[config.mk]
export PLATFORM = sky130hd
export DESIGN_NAME = stt_queue
export DESIGN_NICKNAME = d
export VERILOG_FILES = /design/src/hw/rtl/stt_pkg.sv /design/src/hw/rtl/stt_queue.sv
export SDC_FILE = /design/constraint.sdc
export NUM_CORES = 1
export LEC_CHECK = 0
export BUFFER_PORTS_ARGS = -buffer_cell sky130_fd_sc_hd__buf_2
export CAP_MARGIN = 20
export CORE_ASPECT_RATIO = 1.25
export CORE_MARGIN = 3
export CORE_UTILIZATION = 38
export DETAILED_ROUTE_END_ITERATION = 16
export HOLD_SLACK_MARGIN = 0.03
export SYNTH_ARGS = -nofsm -noshare
export SYNTH_HDL_FRONTEND = slang
export SYNTH_SLANG_ARGS = --single-unit
[constraint.sdc]
create_clock -name clk -period 26.4 [get_ports clk]
set_input_delay 3.96 -clock clk [delete_from_list [all_inputs] [get_ports clk]]
set_output_delay 3.96 -clock clk [all_outputs]
set_load 0.03 [all_outputs]
[src/hw/rtl/stt_pkg.sv]
// ----------------------------------------------------------------------------
// stt_pkg: shared types and constants of the transposition table
// Hash constants, command and bound codes, and the item record that travels
// from the hash front end through the queue to the table back end.
// ----------------------------------------------------------------------------
package stt_pkg;

    localparam logic [63:0] HASH_MUL_A   = 64'h9E37_79B1_85EB_CA87;
    localparam logic [63:0] HASH_MUL_B   = 64'hC2B2_AE3D_27D4_EB4F;
    localparam int unsigned HASH_SHIFT_A = 23;
    localparam int unsigned HASH_SHIFT_B = 17;

    localparam logic CMD_PROBE = 1'b0;
    localparam logic CMD_STORE = 1'b1;

    localparam logic [1:0] BOUND_EXACT = 2'd0;
    localparam logic [1:0] BOUND_LOWER = 2'd1;
    localparam logic [1:0] BOUND_UPPER = 2'd2;

    localparam logic signed [3:0] NO_MOVE = -4'sd1;

    localparam int unsigned DATA_BITS  = 44;
    localparam int unsigned KEY_BITS   = 64;
    localparam int unsigned WORD_BITS  = KEY_BITS + DATA_BITS;

    localparam int unsigned QUEUE_DEPTH = 2;

    typedef struct packed {
        logic               cmd;
        logic [63:0]        key;
        logic [2:0]         partition;
        logic [5:0]         search_depth;
        logic signed [31:0] window_low;
        logic signed [31:0] window_high;
        logic signed [31:0] store_value;
        logic [1:0]         store_bound;
        logic signed [3:0]  store_move;
    } stt_item_t;

endpackage

[src/hw/rtl/stt_queue.sv]
// ----------------------------------------------------------------------------
// stt_queue: item queue between hash front end and table back end
// Small circular buffer that lets either side stall on its own.
// ----------------------------------------------------------------------------
module stt_queue
    import stt_pkg::*;
(
    input  logic      clk,
    input  logic      rst_n,
    input  logic      push_valid,
    output logic      push_ready,
    input  stt_item_t push_item,
    input  logic      pop,
    output logic      empty,
    output stt_item_t head_item
);

    localparam int unsigned PtrBits = (QUEUE_DEPTH > 1) ? $clog2(QUEUE_DEPTH) : 1;

    stt_item_t            slots_reg [QUEUE_DEPTH];
    logic [PtrBits-1:0]   wr_ptr_reg, wr_ptr_next, rd_ptr_reg, rd_ptr_next;
    logic [PtrBits:0]     count_reg, count_next;
    logic                 push;

    assign push_ready = (count_reg != (PtrBits + 1)'(QUEUE_DEPTH));
    assign empty      = (count_reg == '0);
    assign push       = push_valid && push_ready;
    assign head_item  = slots_reg[rd_ptr_reg];

    always_comb
    begin
        wr_ptr_next = wr_ptr_reg;
        rd_ptr_next = rd_ptr_reg;
        count_next  = count_reg;
        if (push)
        begin
            wr_ptr_next = (wr_ptr_reg == PtrBits'(QUEUE_DEPTH - 1)) ? '0 : wr_ptr_reg + 1'b1;
        end
        if (pop)
        begin
            rd_ptr_next = (rd_ptr_reg == PtrBits'(QUEUE_DEPTH - 1)) ? '0 : rd_ptr_reg + 1'b1;
        end
        case ({push, pop})
            2'b10:   count_next = count_reg + 1'b1;
            2'b01:   count_next = count_reg - 1'b1;
            default: count_next = count_reg;
        endcase
    end

    always_ff @(posedge clk or negedge rst_n)
    begin
        if (!rst_n)
        begin
            wr_ptr_reg <= '0;
            rd_ptr_reg <= '0;
            count_reg  <= '0;
        end
        else
        begin
            wr_ptr_reg <= wr_ptr_next;
            rd_ptr_reg <= rd_ptr_next;
            count_reg  <= count_next;
        end
    end

    always_ff @(posedge clk)
    begin
        if (push)
        begin
            slots_reg[wr_ptr_reg] <= push_item;
        end
    end

endmodule

# Word level (Yosys, flattened, before mapping)
# Memory sizes are Yosys's and may differ from the RTL's.
# Index checks and enable logic that the tools add are counted.
# totals
ff_bits,4
ramBits,352
inputBits,180
output_inout_bits,178
word_cells,19
mem_count,1
# memory_table
memory,words,width,read_ports,rd_clocked_by_memory_dff,write_ports,line,rtl
slots_reg,2,176,1,0,1,stt_queue.sv:20,stt_item_t slots_reg [QUEUE_DEPTH];
# op_classes
add_sub_neg,4
eq_ne,3
n_mux,5
reduce_logical,3
# op_table
op,count
1-bit 2-to-1 mux,4
2-bit case mux with 2 select lines,1
1-bit adder (second input constant),2
2-bit by 1-bit adder with 2-bit output (second input constant),1
2-bit by 1-bit == test with 1-bit output (second input constant),1
2-bit == test (second input constant),1
2-bit zero test,1
2-bit != test (second input constant),1
2-bit nonzero test,1
2-bit by 1-bit subtractor with 2-bit output (second input constant),1
1-bit logical AND,1

# Longest topological paths before layout
# logic_depth
word_depth,4
ltp_mapped,6
ltp_nobuf,6

# Least setup slack after synthesis
# No wires, ideal clock.
# synth_timing
path_type,input -> register
start,input port push_valid
end,"memory slots_reg[0][0] (netlist name), enable pin"
t_arrival_ps,11365
t_required_ps,25685
setup_slack_ps,14319
cell_stages,2
n_path_buf,0
cell_sequence,nand2_1 -> nor2_1
# synth_via
elab_chain_cells,3
# synth_rtl
element,line,rtl
"start, declared",stt_queue.sv:10,"input logic push_valid,"
1-bit logical AND,stt_queue.sv:27,assign push = push_valid && push_ready;
1-bit 2-to-1 mux,stt_queue.sv:68,if (push)
1-bit 2-to-1 mux (not written as such),stt_queue.sv:70,slots_reg[wr_ptr_reg] <= push_item;
"end, declared",stt_queue.sv:20,
# No other way between the ends.

==> results_dict.tcl <==
set metrics [dict create \
    status "completed" \
    gp_congestion 0.747 \
    worstSkewPairLatency_ns 0.51 \
    hold_class "flop to flop" \
    largest_reg_flops 352 \
    area_delta_synth_final_pct 25.5 \
    startpoint_type "flop" \
    io_pins 358 \
    crit_path_end_kind "output pin" \
    vias_per_cell 4.51 \
    placed_area_um2 15700 \
    grt_pass1_wl_um 40700 \
    critPathKind "flop to output pin" \
    worstHoldEndpoint "count_reg[1]" \
    cp.arrival_ns 3.66 \
    synth_warnings 0 \
    synth-seq-cells 356 \
    setup_viol 0 \
    clock_path_buffers 3 \
    rrSetupSlack_ns 23.55 \
    grt_overflow 0 \
    cts_made_buffers 36 \
    cts_tree "done" \
    mostFrequentLayoutCells "buf_2, edfxtp_1, mux2_4, mux2_2, clkbuf_16" \
    fp-row-count 76 \
    netlist_instances 564 \
    path_max_fanout 65 \
    tightest_slew_ns 1.12 \
    pwr-share-clk 0.242 \
    cp.required_ns 22.44 \
    cts_resized 0 \
    fin_crit_sh 0.289 \
    netlist_area_um2 13400 \
    seqPwrFrac 0.388 \
    antenna_found_initial 8 \
    drtAntennaViolNets 0 \
    post_drt_wl_per_cell_um 18.7 \
    drtIter0Drc 363 \
    syn-mean-instance-area_um2 23.8 \
    vdd_drop_max_v 0.0000737 \
    p_leak_nw 6.61 \
    final_area_um2 16800 \
    worstReg2RegStart "rd_ptr_reg" \
    syn_nets 745 \
    holdPathStages 1 \
    layout_commonest_cell "buf_2" \
    cellPowerDensity_nw_per_um2 124 \
    timing.rr.end "rd_ptr_reg" \
    chipWidth_um 174 \
    drc 0 \
    post_cts_buffers 0 \
    final_layout_size_suffix_gt1_frac 0.610 \
    dieArea_um2 37600 \
    setup_tns_ns 0 \
    swShare 0.346 \
    dr.pass1.iters 4 \
    fmaxAchievable_mhz 131 \
    clock-root-buffer "clkbuf_16" \
    drv_slew 0 \
    clk_pin_slew_ns 0.06 \
    p_comb_frac 0.371 \
    r2r_cells 3 \
    core_um2 34600 \
    die_h_um 216 \
    wl_um 27000 \
    synth_seq_area_share 0.795 \
    slew-limit-headroom 0.252 \
    vias 6512 \
    p_int_mw 1.37 \
    clock-sinks 356 \
    switchingPower_mw 0.724 \
    place_hpwl_um 17900 \
    io_buffer_count 357 \
    seqCellArea_um2 10700 \
    final.min_clock_period_ns 7.62 \
    fin_skew_ns 0.00781 \
    multi_input_area_um2 2570 \
    rsz0062_at_grt "false" \
    synth.distinct_cells 13 \
    grt_pass1_vias 7005 \
    fin_nets 1128 \
    grt.total_usage 0.139 \
    hold_viol_final 0 \
    nFillCells 3017 \
    cap_violations 0 \
    cts_hold_buffers 0 \
    holdCritStartpoint "count_reg[1]" \
    htree_levels 2 \
    start_util 0.388 \
    grt_max_degree 71 \
]
## power by group through the flow
stage | logic (mW) | registers (mW) | clock network [mW]
floorplan | 0.610 | 0.838 | 0
global route | 0.818 | 0.823 | 0.544
CTS | 0.792 | 0.812 | 0.522
global placement | 0.787 | 0.819 | 0
finish | 0.775 | 0.810 | 0.505
detailed placement | 0.790 | 0.823 | 0
## routing by layer
layer / vias to the layer above / global-route usage / routed length (um)
li1: 3022 / - / -
met1: 3177 / 0.164 / 10500
met2: 258 / 0.237 / 13500
met3: 49 / 0.0464 / 2160
met4: 6 / 0.0504 / 826
met5: - / 0 / 38
## synth_stat cells, drive strengths merged
master  count  share of area
mux2      176           0.18
dfrtp       4         0.0075
xnor2       3         0.0020
nor2        3        0.00084
xor2        2         0.0013
ha          1        0.00093
nand2       1        0.00028
buf        20          0.015
edfxtp    352           0.79
and3        1        0.00047
nand2b      1        0.00047
## cells by family after synthesis
| family | Yosys count | share of synthesized area |
|---|---|---|
| mux | 176 | 0.184 |
| flops | 356 | 0.795 |
| fa+ha+maj | 1 | 0.000932 |
| xor+xnor | 5 | 0.00326 |
| buf+inv | 20 | 0.0149 |
| simple gates | 6 | 0.00205 |
## worst max-delay path: stages (launching register included)
cell and delay [ns]:
dfrtp_4 0.65, buf_4 0.81, buf_4 0.91, mux2_2 0.42
buf_2 0.18
## how the worst max path moves through the flow
| stage | startpoint | to | slack (ns) | cells after the start |
|---|---|---|---|---|
| floorplan | push_valid | slots_reg[0][0] | 14.32 | 2 |
| global placement | rd_ptr_reg | head_item[165] | 19.32 | 4 |
| detailed placement | rd_ptr_reg | head_item[8] | 19.28 | 4 |
| CTS | rd_ptr_reg | head_item[8] | 18.71 | 4 |
| global route | rd_ptr_reg | head_item[175] | 18.59 | 4 |
| finish | rd_ptr_reg | head_item[164] | 18.78 | 4 |
## area by class of cell
type / instances / share of cell area
Sequential cell: 356 / 0.634
Tap cell: 468 / 0.0348
Multi-Input combinational cell: 188 / 0.152
Timing Repair Buffer: 365 / 0.110
Clock inverter: 13 / 0.0113
Clock buffer: 48 / 0.0574
Antenna cell: 5 / 0.000743
## metrics by stage
stage / power (mW) / hold slack, ns / worst slack [ns] / instances / util
2_1_floorplan: 1.45 / 0.461 / 14.32 / 564 / -
3_3_place_gp: 1.61 / 0.482 / 19.32 / 1377 / 0.453
3_5_place_dp: 1.61 / 0.487 / 19.28 / 1377 / 0.453
4_1_cts: 2.13 / 0.498 / 18.71 / 1438 / 0.486
5_1_grt: 2.18 / 0.523 / 18.59 / 1441 / 0.486
6_report: 2.09 / 0.495 / 18.78 / 1443 / 0.487
Note: power is estimated with default switching activity, not from simulation.
